===== config.mk =====
export PLATFORM = sky130hd
export DESIGN_NAME = gps_course_heading_estimator_top
export DESIGN_NICKNAME = d
export VERILOG_FILES = /design/src/rtl/core/gche_pkg.sv /design/src/rtl/core/gche_front.sv /design/src/rtl/core/gche_queue.sv /design/src/rtl/core/gche_back.sv /design/src/rtl/core/gps_course_heading_estimator_top.sv
export SDC_FILE = /design/constraint.sdc
export NUM_CORES = 2
export LEC_CHECK = 0
export BUFFER_PORTS_ARGS = -buffer_cell sky130_fd_sc_hd__buf_2
export CORE_MARGIN = 10
export CORE_UTILIZATION = 40
export DETAILED_ROUTE_END_ITERATION = 12
export GPL_TIMING_DRIVEN = 1
export PLACE_DENSITY = 0.52
export REMOVE_ABC_BUFFERS = 1
export SYNTH_ARGS = -nofsm -noshare
export SYNTH_HDL_FRONTEND = slang
export SYNTH_SLANG_ARGS = --single-unit

===== constraint.sdc =====
create_clock -name clk -period 15.82 [get_ports clk]
set_clock_uncertainty 0.1 [all_clocks]
set_input_delay 1.582 -clock clk [delete_from_list [all_inputs] [get_ports clk]]
set_output_delay 1.582 -clock clk [all_outputs]
set_load 0.01 [all_outputs]

===== src/rtl/core/gche_pkg.sv =====
// ----------------------------------------------------------------------------
// gche_pkg: shared types, constants and functions
// Window and angle sizing, job and result structs, arctangent table and
// the digit step of the divide-by-three used for the centroid.
// ----------------------------------------------------------------------------
`default_nettype none

package gche_pkg;

  localparam int WINDOW_LEN   = 9;
  localparam int CORDIC_STEPS = 16;
  localparam int TAB_LEN      = 24;
  localparam int TAB_W        = $clog2(TAB_LEN);

  localparam int POS_W   = 32;
  localparam int SUM_W   = POS_W + 2;
  localparam int DIGIT_W = 4;
  localparam int DIV_DIGITS = (SUM_W + DIGIT_W - 1) / DIGIT_W;
  localparam int DIV_W   = DIV_DIGITS * DIGIT_W;

  localparam int NSTEP  = (CORDIC_STEPS > DIV_DIGITS) ? CORDIC_STEPS : DIV_DIGITS;
  localparam int STEP_W = $clog2(NSTEP);

  localparam int CNT_W = $clog2(WINDOW_LEN + 2);

  localparam int FRAC_SH = 24;
  localparam int CW      = POS_W + FRAC_SH + 3;
  localparam int Z_W     = 32;
  localparam int HEAD_W  = 16;
  localparam int ANG_SH  = Z_W - HEAD_W;

  localparam int LIMIT_W = 15;
  localparam logic [LIMIT_W-1:0] LIMIT_RESET = 15'd3641;

  localparam int QUEUE_DEPTH = 2;
  localparam int QPTR_W      = $clog2(QUEUE_DEPTH);

  typedef struct packed {
    logic             valid;
    logic             west;
    logic             neg;
    logic [POS_W-1:0] ax;
    logic [POS_W-1:0] ay;
    logic [SUM_W-1:0] sum_e;
    logic [SUM_W-1:0] sum_n;
  } gche_job_t;

  typedef struct packed {
    logic              full;
    logic              empty;
  } gche_qstat_t;

  typedef struct packed {
    logic              heading_valid;
    logic [HEAD_W-1:0] heading;
    logic              held_previous;
    logic [POS_W-1:0]  centroid_east;
    logic [POS_W-1:0]  centroid_north;
  } gche_result_t;

  // atan(2^-i) with pi = 2^31
  function automatic logic [Z_W-1:0] atan_at(input logic [TAB_W-1:0] i);
    logic [Z_W-1:0] v;
    case (i)
      5'd0:    v = 32'd536870912;
      5'd1:    v = 32'd316933406;
      5'd2:    v = 32'd167458907;
      5'd3:    v = 32'd85004756;
      5'd4:    v = 32'd42667331;
      5'd5:    v = 32'd21354465;
      5'd6:    v = 32'd10679838;
      5'd7:    v = 32'd5340245;
      5'd8:    v = 32'd2670163;
      5'd9:    v = 32'd1335087;
      5'd10:   v = 32'd667544;
      5'd11:   v = 32'd333772;
      5'd12:   v = 32'd166886;
      5'd13:   v = 32'd83443;
      5'd14:   v = 32'd41722;
      5'd15:   v = 32'd20861;
      5'd16:   v = 32'd10430;
      5'd17:   v = 32'd5215;
      5'd18:   v = 32'd2608;
      5'd19:   v = 32'd1304;
      5'd20:   v = 32'd652;
      5'd21:   v = 32'd326;
      5'd22:   v = 32'd163;
      5'd23:   v = 32'd81;
      default: v = '0;
    endcase
    return v;
  endfunction

  // one quotient digit of a divide by three: returns {quotient digit, remainder}
  function automatic logic [DIGIT_W+1:0] div3_digit(input logic [1:0] rem,
                                                     input logic [DIGIT_W-1:0] d);
    logic [2:0]         t;
    logic [1:0]         r;
    logic [DIGIT_W-1:0] q;
    r = rem;
    q = '0;
    for (int b = DIGIT_W - 1; b >= 0; b--) begin
      t = {r, d[b]};
      if (t >= 3'd3) begin
        q[b] = 1'b1;
        r    = 2'(t - 3'd3);
      end else begin
        q[b] = 1'b0;
        r    = t[1:0];
      end
    end
    return {q, r};
  endfunction

endpackage

`default_nettype wire


===== src/rtl/core/gche_front.sv =====
// ----------------------------------------------------------------------------
// gche_front: fix window and job classification
// Shifts each accepted fix into the window and pushes one job per fix,
// carrying the span, its signs and the centroid sums.
// ----------------------------------------------------------------------------
`default_nettype none

module gche_front (
  input  wire logic                       clk,
  input  wire logic                       rst_n,
  input  wire logic                       in_push,
  input  wire logic [gche_pkg::POS_W-1:0] in_pos_east,
  input  wire logic [gche_pkg::POS_W-1:0] in_pos_north,
  input  wire gche_pkg::gche_qstat_t      q_stat,
  output logic                            q_push,
  output gche_pkg::gche_job_t             q_job
);

  localparam int LAST = gche_pkg::WINDOW_LEN - 1;
  localparam int PW   = gche_pkg::POS_W;
  localparam int SW   = gche_pkg::SUM_W;
  localparam int CW   = gche_pkg::CNT_W;

  logic [PW-1:0] east_r  [gche_pkg::WINDOW_LEN];
  logic [PW-1:0] north_r [gche_pkg::WINDOW_LEN];
  logic [CW-1:0] cnt_r, cnt_nxt;

  logic          accept;
  logic          ready;
  logic [PW:0]   dx, dy, ndx, ndy;
  logic          zero_span;

  assign accept = in_push && !q_stat.full;

  // window payload needs no reset: it is fully refilled before it is used
  always_ff @(posedge clk) begin
    if (accept) begin
      for (int i = 0; i < LAST; i++) begin
        east_r[i]  <= east_r[i+1];
        north_r[i] <= north_r[i+1];
      end
      east_r[LAST]  <= in_pos_east;
      north_r[LAST] <= in_pos_north;
    end
  end

  always_comb begin
    cnt_nxt = cnt_r;
    if (accept && (cnt_r < CW'(gche_pkg::WINDOW_LEN + 1))) begin
      cnt_nxt = cnt_r + CW'(1);
    end
  end

  always_ff @(posedge clk) begin
    if (!rst_n) begin
      cnt_r <= CW'(1);
    end else begin
      cnt_r <= cnt_nxt;
    end
  end

  // after the shift: entry 0 is old entry 1, entry 1 is old entry 2
  assign ready = (cnt_r >= CW'(gche_pkg::WINDOW_LEN + 1)) &&
                 (east_r[1] != '0) && (north_r[1] != '0);

  assign dx  = {1'b0, in_pos_east}  - {1'b0, east_r[2]};
  assign dy  = {1'b0, in_pos_north} - {1'b0, north_r[2]};
  assign ndx = (PW+1)'(-dx);
  assign ndy = (PW+1)'(-dy);

  assign zero_span = (dy == '0) && !dx[PW];

  always_comb begin
    q_job.valid = ready && !zero_span;
    q_job.west  = dx[PW];
    q_job.neg   = (in_pos_north <= north_r[LAST]);
    q_job.ax    = dx[PW] ? ndx[PW-1:0] : dx[PW-1:0];
    q_job.ay    = dy[PW] ? ndy[PW-1:0] : dy[PW-1:0];
    // plus one for round half up in the later divide by three
    q_job.sum_e = SW'(in_pos_east) + SW'(east_r[LAST]) + SW'(east_r[LAST-1]) + SW'(1);
    q_job.sum_n = SW'(in_pos_north) + SW'(north_r[LAST]) + SW'(north_r[LAST-1]) + SW'(1);
  end

  assign q_push = accept;

endmodule

`default_nettype wire


===== src/rtl/core/gche_queue.sv =====
// ----------------------------------------------------------------------------
// gche_queue: job queue between front and back
// Small first-in first-out buffer of classified jobs.
// ----------------------------------------------------------------------------
`default_nettype none

module gche_queue (
  input  wire logic                  clk,
  input  wire logic                  rst_n,
  input  wire logic                  push,
  input  wire gche_pkg::gche_job_t   wr_job,
  input  wire logic                  pop,
  output gche_pkg::gche_job_t        rd_job,
  output gche_pkg::gche_qstat_t      stat
);

  localparam int PW = gche_pkg::QPTR_W;
  localparam int NW = $clog2(gche_pkg::QUEUE_DEPTH + 1);

  gche_pkg::gche_job_t slot_r [gche_pkg::QUEUE_DEPTH];
  logic [PW-1:0] wr_ptr_r, wr_ptr_nxt;
  logic [PW-1:0] rd_ptr_r, rd_ptr_nxt;
  logic [NW-1:0] num_r, num_nxt;
  logic          do_push, do_pop;

  assign stat.full  = (num_r == NW'(gche_pkg::QUEUE_DEPTH));
  assign stat.empty = (num_r == '0);
  assign do_push    = push && !stat.full;
  assign do_pop     = pop && !stat.empty;
  assign rd_job     = slot_r[rd_ptr_r];

  always_ff @(posedge clk) begin
    if (do_push) begin
      slot_r[wr_ptr_r] <= wr_job;
    end
  end

  always_comb begin
    wr_ptr_nxt = wr_ptr_r;
    rd_ptr_nxt = rd_ptr_r;
    num_nxt    = num_r;
    if (do_push) begin
      wr_ptr_nxt = (wr_ptr_r == PW'(gche_pkg::QUEUE_DEPTH - 1)) ? '0 : wr_ptr_r + PW'(1);
    end
    if (do_pop) begin
      rd_ptr_nxt = (rd_ptr_r == PW'(gche_pkg::QUEUE_DEPTH - 1)) ? '0 : rd_ptr_r + PW'(1);
    end
    if (do_push && !do_pop) begin
      num_nxt = num_r + NW'(1);
    end else if (do_pop && !do_push) begin
      num_nxt = num_r - NW'(1);
    end
  end

  always_ff @(posedge clk) begin
    if (!rst_n) begin
      wr_ptr_r <= '0;
      rd_ptr_r <= '0;
      num_r    <= '0;
    end else begin
      wr_ptr_r <= wr_ptr_nxt;
      rd_ptr_r <= rd_ptr_nxt;
      num_r    <= num_nxt;
    end
  end

endmodule

`default_nettype wire


===== src/rtl/core/gche_back.sv =====
// ----------------------------------------------------------------------------
// gche_back: heading and centroid engine
// Iterative vectoring angle, jump limiting and divide by three per job,
// with a one-entry result register toward the output.
// ----------------------------------------------------------------------------
`default_nettype none

module gche_back (
  input  wire logic                         clk,
  input  wire logic                         rst_n,
  input  wire gche_pkg::gche_job_t          job,
  input  wire gche_pkg::gche_qstat_t        q_stat,
  output logic                              q_pop,
  input  wire logic [gche_pkg::LIMIT_W-1:0] jump_limit,
  input  wire logic                         res_pop,
  output logic                              res_valid,
  output gche_pkg::gche_result_t            res
);

  localparam int CW  = gche_pkg::CW;
  localparam int ZW  = gche_pkg::Z_W;
  localparam int HW  = gche_pkg::HEAD_W;
  localparam int PW  = gche_pkg::POS_W;
  localparam int DW  = gche_pkg::DIV_W;
  localparam int GW  = gche_pkg::DIGIT_W;
  localparam int SW  = gche_pkg::STEP_W;
  localparam int TW  = gche_pkg::TAB_W;
  localparam int RW  = ZW + 1 - gche_pkg::ANG_SH;
  localparam logic [HW:0] HALF    = (HW+1)'(1) << (HW - 1);
  localparam logic [HW:0] QUARTER = (HW+1)'(1) << (HW - 2);

  localparam logic [1:0] ST_IDLE = 2'd0;
  localparam logic [1:0] ST_RUN  = 2'd1;
  localparam logic [1:0] ST_DONE = 2'd2;

  logic [1:0]            state_r, state_nxt;
  logic [SW-1:0]         step_r, step_nxt;
  logic                  valid_r, west_r, neg_r;
  logic signed [CW-1:0]  x_r, y_r;
  logic signed [ZW-1:0]  z_r;
  logic [DW-1:0]         num_e_r, num_n_r, quo_e_r, quo_n_r;
  logic [1:0]            rem_e_r, rem_n_r;
  logic [HW-1:0]         last_raw_r;
  logic                  res_valid_r, res_valid_nxt;
  gche_pkg::gche_result_t res_r;

  logic                  cordic_on, div_on, load, finish, res_free;
  logic signed [CW-1:0]  xs, ys;
  logic [ZW-1:0]         angle_step;
  logic [GW+1:0]         dig_e, dig_n;
  logic [ZW-1:0]         zc;
  logic [ZW:0]           zsum;
  logic [RW-1:0]         zr;
  logic [HW:0]           mag0, mag, nmag;
  logic [HW-1:0]         raw;
  logic [HW:0]           diff, ndiff, adiff;
  logic                  held;

  assign res_free  = !res_valid_r || res_pop;
  assign load      = (state_r == ST_IDLE) && !q_stat.empty;
  assign finish    = (state_r == ST_DONE) && res_free;
  assign q_pop     = load;
  assign cordic_on = (state_r == ST_RUN) && (int'(step_r) < gche_pkg::CORDIC_STEPS);
  assign div_on    = (state_r == ST_RUN) && (int'(step_r) < gche_pkg::DIV_DIGITS);

  // controller
  always_comb begin
    state_nxt = state_r;
    step_nxt  = step_r;
    case (state_r)
      ST_IDLE: begin
        if (load) begin
          state_nxt = job.valid ? ST_RUN : ST_DONE;
          step_nxt  = '0;
        end
      end
      ST_RUN: begin
        if (step_r == SW'(gche_pkg::NSTEP - 1)) begin
          state_nxt = ST_DONE;
        end else begin
          step_nxt = step_r + SW'(1);
        end
      end
      ST_DONE: begin
        if (res_free) begin
          state_nxt = ST_IDLE;
        end
      end
      default: begin
        state_nxt = ST_IDLE;
      end
    endcase
  end

  // datapath: one vectoring rotation per step, and one quotient digit per step for the first DIV_DIGITS steps
  assign xs         = x_r >>> step_r;
  assign ys         = y_r >>> step_r;
  assign angle_step = gche_pkg::atan_at(TW'(step_r));
  assign dig_e      = gche_pkg::div3_digit(rem_e_r, num_e_r[DW-1 -: GW]);
  assign dig_n      = gche_pkg::div3_digit(rem_n_r, num_n_r[DW-1 -: GW]);

  always_ff @(posedge clk) begin
    if (load) begin
      valid_r <= job.valid;
      west_r  <= job.west;
      neg_r   <= job.neg;
      x_r     <= {3'b000, job.ax, {gche_pkg::FRAC_SH{1'b0}}};
      y_r     <= {3'b000, job.ay, {gche_pkg::FRAC_SH{1'b0}}};
      z_r     <= '0;
      num_e_r <= DW'(job.sum_e);
      num_n_r <= DW'(job.sum_n);
      quo_e_r <= '0;
      quo_n_r <= '0;
      rem_e_r <= '0;
      rem_n_r <= '0;
    end else begin
      if (cordic_on) begin
        if (!y_r[CW-1]) begin
          x_r <= x_r + ys;
          y_r <= y_r - xs;
          z_r <= z_r + $signed(angle_step);
        end else begin
          x_r <= x_r - ys;
          y_r <= y_r + xs;
          z_r <= z_r - $signed(angle_step);
        end
      end
      if (div_on) begin
        num_e_r <= num_e_r << GW;
        num_n_r <= num_n_r << GW;
        quo_e_r <= {quo_e_r[DW-GW-1:0], dig_e[GW+1:2]};
        quo_n_r <= {quo_n_r[DW-GW-1:0], dig_n[GW+1:2]};
        rem_e_r <= dig_e[1:0];
        rem_n_r <= dig_n[1:0];
      end
    end
  end

  // final angle, sign and jump limit
  always_comb begin
    zc    = z_r[ZW-1] ? '0 : z_r;
    zsum  = {1'b0, zc} + ((ZW+1)'(1) << (gche_pkg::ANG_SH - 1));
    zr    = zsum[ZW:gche_pkg::ANG_SH];
    mag0  = ((HW+1)'(zr) > QUARTER) ? QUARTER : (HW+1)'(zr);
    mag   = west_r ? (HALF - mag0) : mag0;
    nmag  = (HW+1)'(-mag);
    if (neg_r) begin
      raw = nmag[HW-1:0];
    end else if (mag >= HALF) begin
      raw = {1'b0, {(HW-1){1'b1}}};
    end else begin
      raw = mag[HW-1:0];
    end
    diff  = {raw[HW-1], raw} - {last_raw_r[HW-1], last_raw_r};
    ndiff = (HW+1)'(-diff);
    adiff = diff[HW] ? ndiff : diff;
    held  = adiff > (HW+1)'(jump_limit);
  end

  always_ff @(posedge clk) begin
    if (finish) begin
      if (valid_r) begin
        res_r.heading_valid  <= 1'b1;
        res_r.heading        <= held ? last_raw_r : raw;
        res_r.held_previous  <= held;
        res_r.centroid_east  <= quo_e_r[PW-1:0];
        res_r.centroid_north <= quo_n_r[PW-1:0];
      end else begin
        res_r <= '0;
      end
    end
  end

  always_comb begin
    res_valid_nxt = res_valid_r;
    if (finish) begin
      res_valid_nxt = 1'b1;
    end else if (res_pop) begin
      res_valid_nxt = 1'b0;
    end
  end

  always_ff @(posedge clk) begin
    if (!rst_n) begin
      state_r     <= ST_IDLE;
      step_r      <= '0;
      last_raw_r  <= '0;
      res_valid_r <= 1'b0;
    end else begin
      state_r     <= state_nxt;
      step_r      <= step_nxt;
      res_valid_r <= res_valid_nxt;
      if (finish && valid_r) begin
        last_raw_r <= raw;
      end
    end
  end

  assign res_valid = res_valid_r;
  assign res       = res_r;

  // a job is only taken from the queue while the engine is idle
  a_pop_idle: assert property (@(posedge clk) disable iff (!rst_n)
    q_pop |-> (state_r == ST_IDLE) && !q_stat.empty)
    else $error("job popped while engine busy");

  // a held heading is always a valid heading
  a_held_valid: assert property (@(posedge clk) disable iff (!rst_n)
    res_valid_r && res_r.held_previous |-> res_r.heading_valid)
    else $error("held flag on invalid result");

  // an invalid result carries all-zero fields
  a_invalid_zero: assert property (@(posedge clk) disable iff (!rst_n)
    res_valid_r && !res_r.heading_valid |->
      (res_r.heading == '0) && (res_r.centroid_east == '0) &&
      (res_r.centroid_north == '0))
    else $error("invalid result with nonzero fields");

  // a finished result never overwrites one still waiting
  a_no_overwrite: assert property (@(posedge clk) disable iff (!rst_n)
    finish |-> !res_valid_r || res_pop)
    else $error("result register overwritten");

  // the reference heading only moves when a valid result is produced
  a_last_raw: assert property (@(posedge clk) disable iff (!rst_n)
    !(finish && valid_r) |=> $stable(last_raw_r))
    else $error("last raw heading changed without a valid result");

endmodule

`default_nettype wire


===== src/rtl/core/gps_course_heading_estimator_top.sv =====
// ----------------------------------------------------------------------------
// gps_course_heading_estimator_top: course heading from position fixes
// Use: push planar fixes (easting, northing in mm) into the in_ queue;
// pop one result per fix from the out_ queue. A result holds a validity
// flag, a signed binary-angle heading from east (32768 = pi), a flag set
// when the jump limit held the previous heading, and the rounded centroid
// of the three newest fixes. Until ten fixes are in, or when the span is
// zero or due east, the result is all zero.
// cfg_ channel: one write-only register, the jump limit (reset 3641, about
// 20 degrees); write it only while no fix is in flight.
// Flow: an accepted fix is queued, then the engine loads it, runs 16 vectoring
// steps and a finishing step; a fix with no heading skips the vectoring steps.
// The iterative angle engine (one rotation per cycle) works on one fix at a
// time and takes the next from the queue only once it has finished the last.
// Reset clears the window count, queue, engine state and result valid flag.
// When the receiver stalls, the result waits in its register, the engine
// holds its finished job and in_full rises once both queue slots are taken.
// ----------------------------------------------------------------------------
`default_nettype none

module gps_course_heading_estimator_top (
  input  wire logic                         clk,
  input  wire logic                         rst_n,
  // fix input queue
  input  wire logic                         in_push,
  output logic                              in_full,
  input  wire logic [gche_pkg::POS_W-1:0]   in_pos_east,
  input  wire logic [gche_pkg::POS_W-1:0]   in_pos_north,
  // result output queue
  output logic                              out_empty,
  input  wire logic                         out_pop,
  output logic                              out_heading_valid,
  output logic [gche_pkg::HEAD_W-1:0]       out_heading,
  output logic                              out_held_previous,
  output logic [gche_pkg::POS_W-1:0]        out_centroid_east,
  output logic [gche_pkg::POS_W-1:0]        out_centroid_north,
  // jump limit register write
  input  wire logic                         cfg_valid,
  output logic                              cfg_ready,
  input  wire logic [gche_pkg::LIMIT_W-1:0] cfg_jump_limit
);

  // jump limit register, always writable
  logic [gche_pkg::LIMIT_W-1:0] jump_limit_r, jump_limit_nxt;

  // front to queue
  logic                   fq_push;
  gche_pkg::gche_job_t    fq_job;
  // queue to back
  gche_pkg::gche_job_t    qb_job;
  gche_pkg::gche_qstat_t  q_stat;
  logic                   qb_pop;
  // back to output
  logic                   res_valid;
  gche_pkg::gche_result_t res;
  logic                   res_pop;

  assign cfg_ready = 1'b1;

  always_comb begin
    jump_limit_nxt = jump_limit_r;
    if (cfg_valid && cfg_ready) begin
      jump_limit_nxt = cfg_jump_limit;
    end
  end

  always_ff @(posedge clk) begin
    if (!rst_n) begin
      jump_limit_r <= gche_pkg::LIMIT_RESET;
    end else begin
      jump_limit_r <= jump_limit_nxt;
    end
  end

  // front: window shift and job classification per transfer
  gche_front u_front (
    .clk          (clk),
    .rst_n        (rst_n),
    .in_push      (in_push),
    .in_pos_east  (in_pos_east),
    .in_pos_north (in_pos_north),
    .q_stat       (q_stat),
    .q_push       (fq_push),
    .q_job        (fq_job)
  );

  // decoupling queue so the front keeps taking fixes while the engine works
  gche_queue u_queue (
    .clk    (clk),
    .rst_n  (rst_n),
    .push   (fq_push),
    .wr_job (fq_job),
    .pop    (qb_pop),
    .rd_job (qb_job),
    .stat   (q_stat)
  );

  // back: angle engine, jump limit, centroid and result register
  gche_back u_back (
    .clk        (clk),
    .rst_n      (rst_n),
    .job        (qb_job),
    .q_stat     (q_stat),
    .q_pop      (qb_pop),
    .jump_limit (jump_limit_r),
    .res_pop    (res_pop),
    .res_valid  (res_valid),
    .res        (res)
  );

  // input side stalls only when the job queue is full
  assign in_full = q_stat.full;

  // result transfer
  assign out_empty          = !res_valid;
  assign res_pop            = out_pop && res_valid;
  assign out_heading_valid  = res.heading_valid;
  assign out_heading        = res.heading;
  assign out_held_previous  = res.held_previous;
  assign out_centroid_east  = res.centroid_east;
  assign out_centroid_north = res.centroid_north;

endmodule

`default_nettype wire

==> run metrics <==
DR vias=roughly 51k; Startpoint Class=register; status=finished clean; cts repair resizes=0; cts hold-fix bufs=0; register area=between 30000 and 40000 sq um; nets=7263; Critical Path AT=11370 ps; WHS Path Cells=0; synthesized area=72300 sq um; H-tree depth=4; r2r worst-path depth=40; clock power share=17.2%; period utilisation layout=69.0%; Setup violations, final=0; synth-to-layout area growth=11.0%; Finished Cell Area=80300 sq um; worst setup path category=register to register; delay of the slowest critical-path stage=620 ps; FF+latch count, synth=1234; P per Cell Area=243 nW/um^2; GR Util All Layers=17.6%; crit-path max FO=29; post-route DRC violation count=0; Crit path required time=16280 ps; Hold Crit Endpoint=u_front.east_r[0][184]; Syn Area/Cell=approximately 11 sq um; Ys Warns=0; sequential share of power=27.3%; Layout fillers=16.8k; pre-CTS setup slack=between 4000 and 5000 ps; setup bufs post-CTS=0; unrepaired setup endpoints after global routing=false; Final Slew Violations=0; I/O pin cnt=169; clk sinks=1234; Worst Tran Pin Value=around 1100 ps; wire length after detailed routing=~180000 microns; Final Hold Viols=0; Routed wire per std cell=19.5 microns; Netlist cell types=112; Final Power=19.5 mW; Initial DRT Pass Iterations=6; Switching Fraction=43.1%; HP Start=u_front.east_r[0][216]; Reg-to-Reg End=u_back.res[80]; worst vdd ir=around 0.16 mV; post-route ant nets=0; row count=155; vias per std cell=approximately 5.5; cell-internal power=11.1 mW; Max-Cap Viols=0; Rel. slew slack=23.4%; port bufs=167; gp weighted congestion=0.901; Reg-to-Reg Start=u_back.z_r[31]; root buffer selected by CTS=clkbuf_16; starting density of the core=40.4%; net switching component of the power=8.40 mW; clk_lat worst skew=810 ps; GR Overflow Total=0; first-pass GRT wire length=283000 microns; DPL Wire Length=between 100000 and 150000 microns; CTS tree=built; Cells after Synth=6637; Core Area=179000 sq um; crit path from=u_back.z_r[31]; crit end category=register; Die H=445 microns; Inserted Clock Buffers=143; Area after DPL=roughly 75000 sq um; r2r setup slk=~4900 ps; fmax=roughly 92 MHz; Comb power frac=55.5%; largest net degree at the start of global routing=185; die area=198000 sq um; Leak=30.8 nW; Min-Delay Path Class=register to register; antenna violations before repair=9; vias in the first global route=49.2k; multi-input logic area=between 30000 and 40000 sq um; Post-synth EDFFs=999; Most used DFF post-synth=edfxtp_1; DRT iter0 DRCs=4015; fin crit period=~11000 ps; Seq/Total Area, Yosys=48.0%; Setup WS post-layout=4900 ps; layout cells sized above 1=just over 10%; Die X=445 microns; Async SR Flop Fraction=0%; Clock Path Buffers=3; most used cell, CP=ha_1; post-route setup TNS=0 ps; clock-pin slew on the worst setup and hold paths=60 ps; Slowest-stage cell, CP=o41ai_4
## worst max-delay path by stage
stage	to	slack [ps]	depth (start not counted)
floorplan	u_back.num_e_r[0]	250	2
global placement	u_back.res[80]	5020	40
detailed placement	u_back.res[80]	4950	40
CTS	u_back.res[80]	4910	40
global route	u_back.res[78]	3850	40
finish	u_back.res[80]	4900	40
## worst max-delay path: cells and delay by family (launching register included)
family / cells / cell delay [ps]
compound gates: 14 / 3200
xor+xnor: 2 / 320
fa+ha+maj: 4 / 1330
buf+inv: 3 / 420
flops: 1 / 590
mux: 1 / 410
simple gates: 16 / 4280
## synth_stat cells (all sizes together), types with 37 or more instances
master,number,area (sq um)
a31oi,59,369
o21ai,396,1980
o21bai,60,454
dfxtp,235,4700
nor2b,65,407
xnor2,344,3010
or3,37,231
nor3,99,500
o211ai,44,330
buf,79,410
nand4,54,359
xor2,194,1700
nor2,359,1360
inv,289,1080
nor4,50,355
mux4,129,2910
mux2i,236,2370
mux2,53,601
ha,431,5390
nand2b,68,425
nand2,640,2400
nand3,184,936
o22ai,64,400
a211oi,41,308
edfxtp,999,30000
and2,107,669
o21a,68,510
a21o,164,1230
a21oi,457,2290
and3,65,407
clkbuf,170,638
## layer usage
| layer | vias to the layer above | share of wire, % | global-route usage (%) |
|---|---|---|---|
| li1 | 24921 | - | - |
| met1 | 24511 | 48 | 24.7 |
| met2 | 889 | 46 | 28.4 |
| met3 | 251 | 3.6 | 2.55 |
| met4 | 0 | 2.6 | 4.96 |
| met5 | - | 0 | 0 |
## cell usage in the layout, fill, tap and decap left out, types with 41 or more instances in the layout
master / count
a211oi_1: 41
a21o_1: 164
a21oi_1: 457
a31oi_1: 59
and2_1: 106
and3_1: 64
buf_2: 167
clkbuf_16: 147
dfxtp_1: 229
edfxtp_1: 999
ha_1: 431
inv_1: 285
mux2_2: 50
mux2i_1: 235
mux4_2: 129
nand2_1: 638
nand2b_1: 67
nand3_1: 181
nand4_1: 52
nor2_1: 354
nor2b_1: 64
nor3_1: 97
nor4_1: 46
o211ai_1: 44
o21a_1: 68
o21ai_0: 379
o21bai_1: 59
o22ai_1: 64
xnor2_1: 344
xor2_1: 194
## power by group through the flow
stage,Combinational [mW],Clock [mW],Sequential (mW)
floorplan,8.28,0,5.40
global placement,10.7,0,5.37
detailed placement,10.8,0,5.39
CTS,10.9,3.46,5.33
global route,12.1,3.59,5.42
finish,10.8,3.36,5.32
## flip-flops by register name, indices dropped and copies added (netlist names), 4 cells and up, named ones only
register / count
u_back.angle_step: 30
u_back.quo_n_r: 32
u_back.num_n_r: 36
u_queue.slot_r: 270
u_front.north_r: 256
u_back.res: 82
u_back.y_r: 59
u_back.quo_e_r: 32
u_back.z_r: 32
u_back.x_r: 59
u_back.step_r: 4
u_back.num_e_r: 36
u_back.last_raw_r: 16
jump_limit_r: 15
u_front.east_r: 256
u_front.cnt_r: 4
## final cells by class
type / count / share of cell area, %
clock buffer: 181 / 4.79
tap: 2355 / 3.67
inverter: 292 / 1.37
antenna: 4 / 0.0125
clock inverter: 79 / 1.18
timing repair buffer: 205 / 1.46
sequential: 1234 / 43.3
multi-input combinational: 4862 / 44.3
## logic make-up after synthesis
family                   share of synthesized area, %
multiplexers                                     8.12
flip-flops                                       48.0
other                                         0.00519
AND/OR/NAND/NOR                                  12.4
AO/OA/AOI/OAI                                    14.2
XOR/XNOR                                         6.55
adder cells (fa/ha/maj)                          7.74
buffers and inverters                            2.97
## through the flow
stage | std cells | utilization, % | hold slack, ps
global placement | 8948 | 42.2 | 300
finish | 9212 | 44.8 | 298
floorplan | 6388 | - | 300
CTS | 9208 | 44.8 | 299
detailed placement | 8948 | 42.2 | 305
global route | 9211 | 44.8 | 315
No activity file was read; power rests on OpenSTA's default activity.
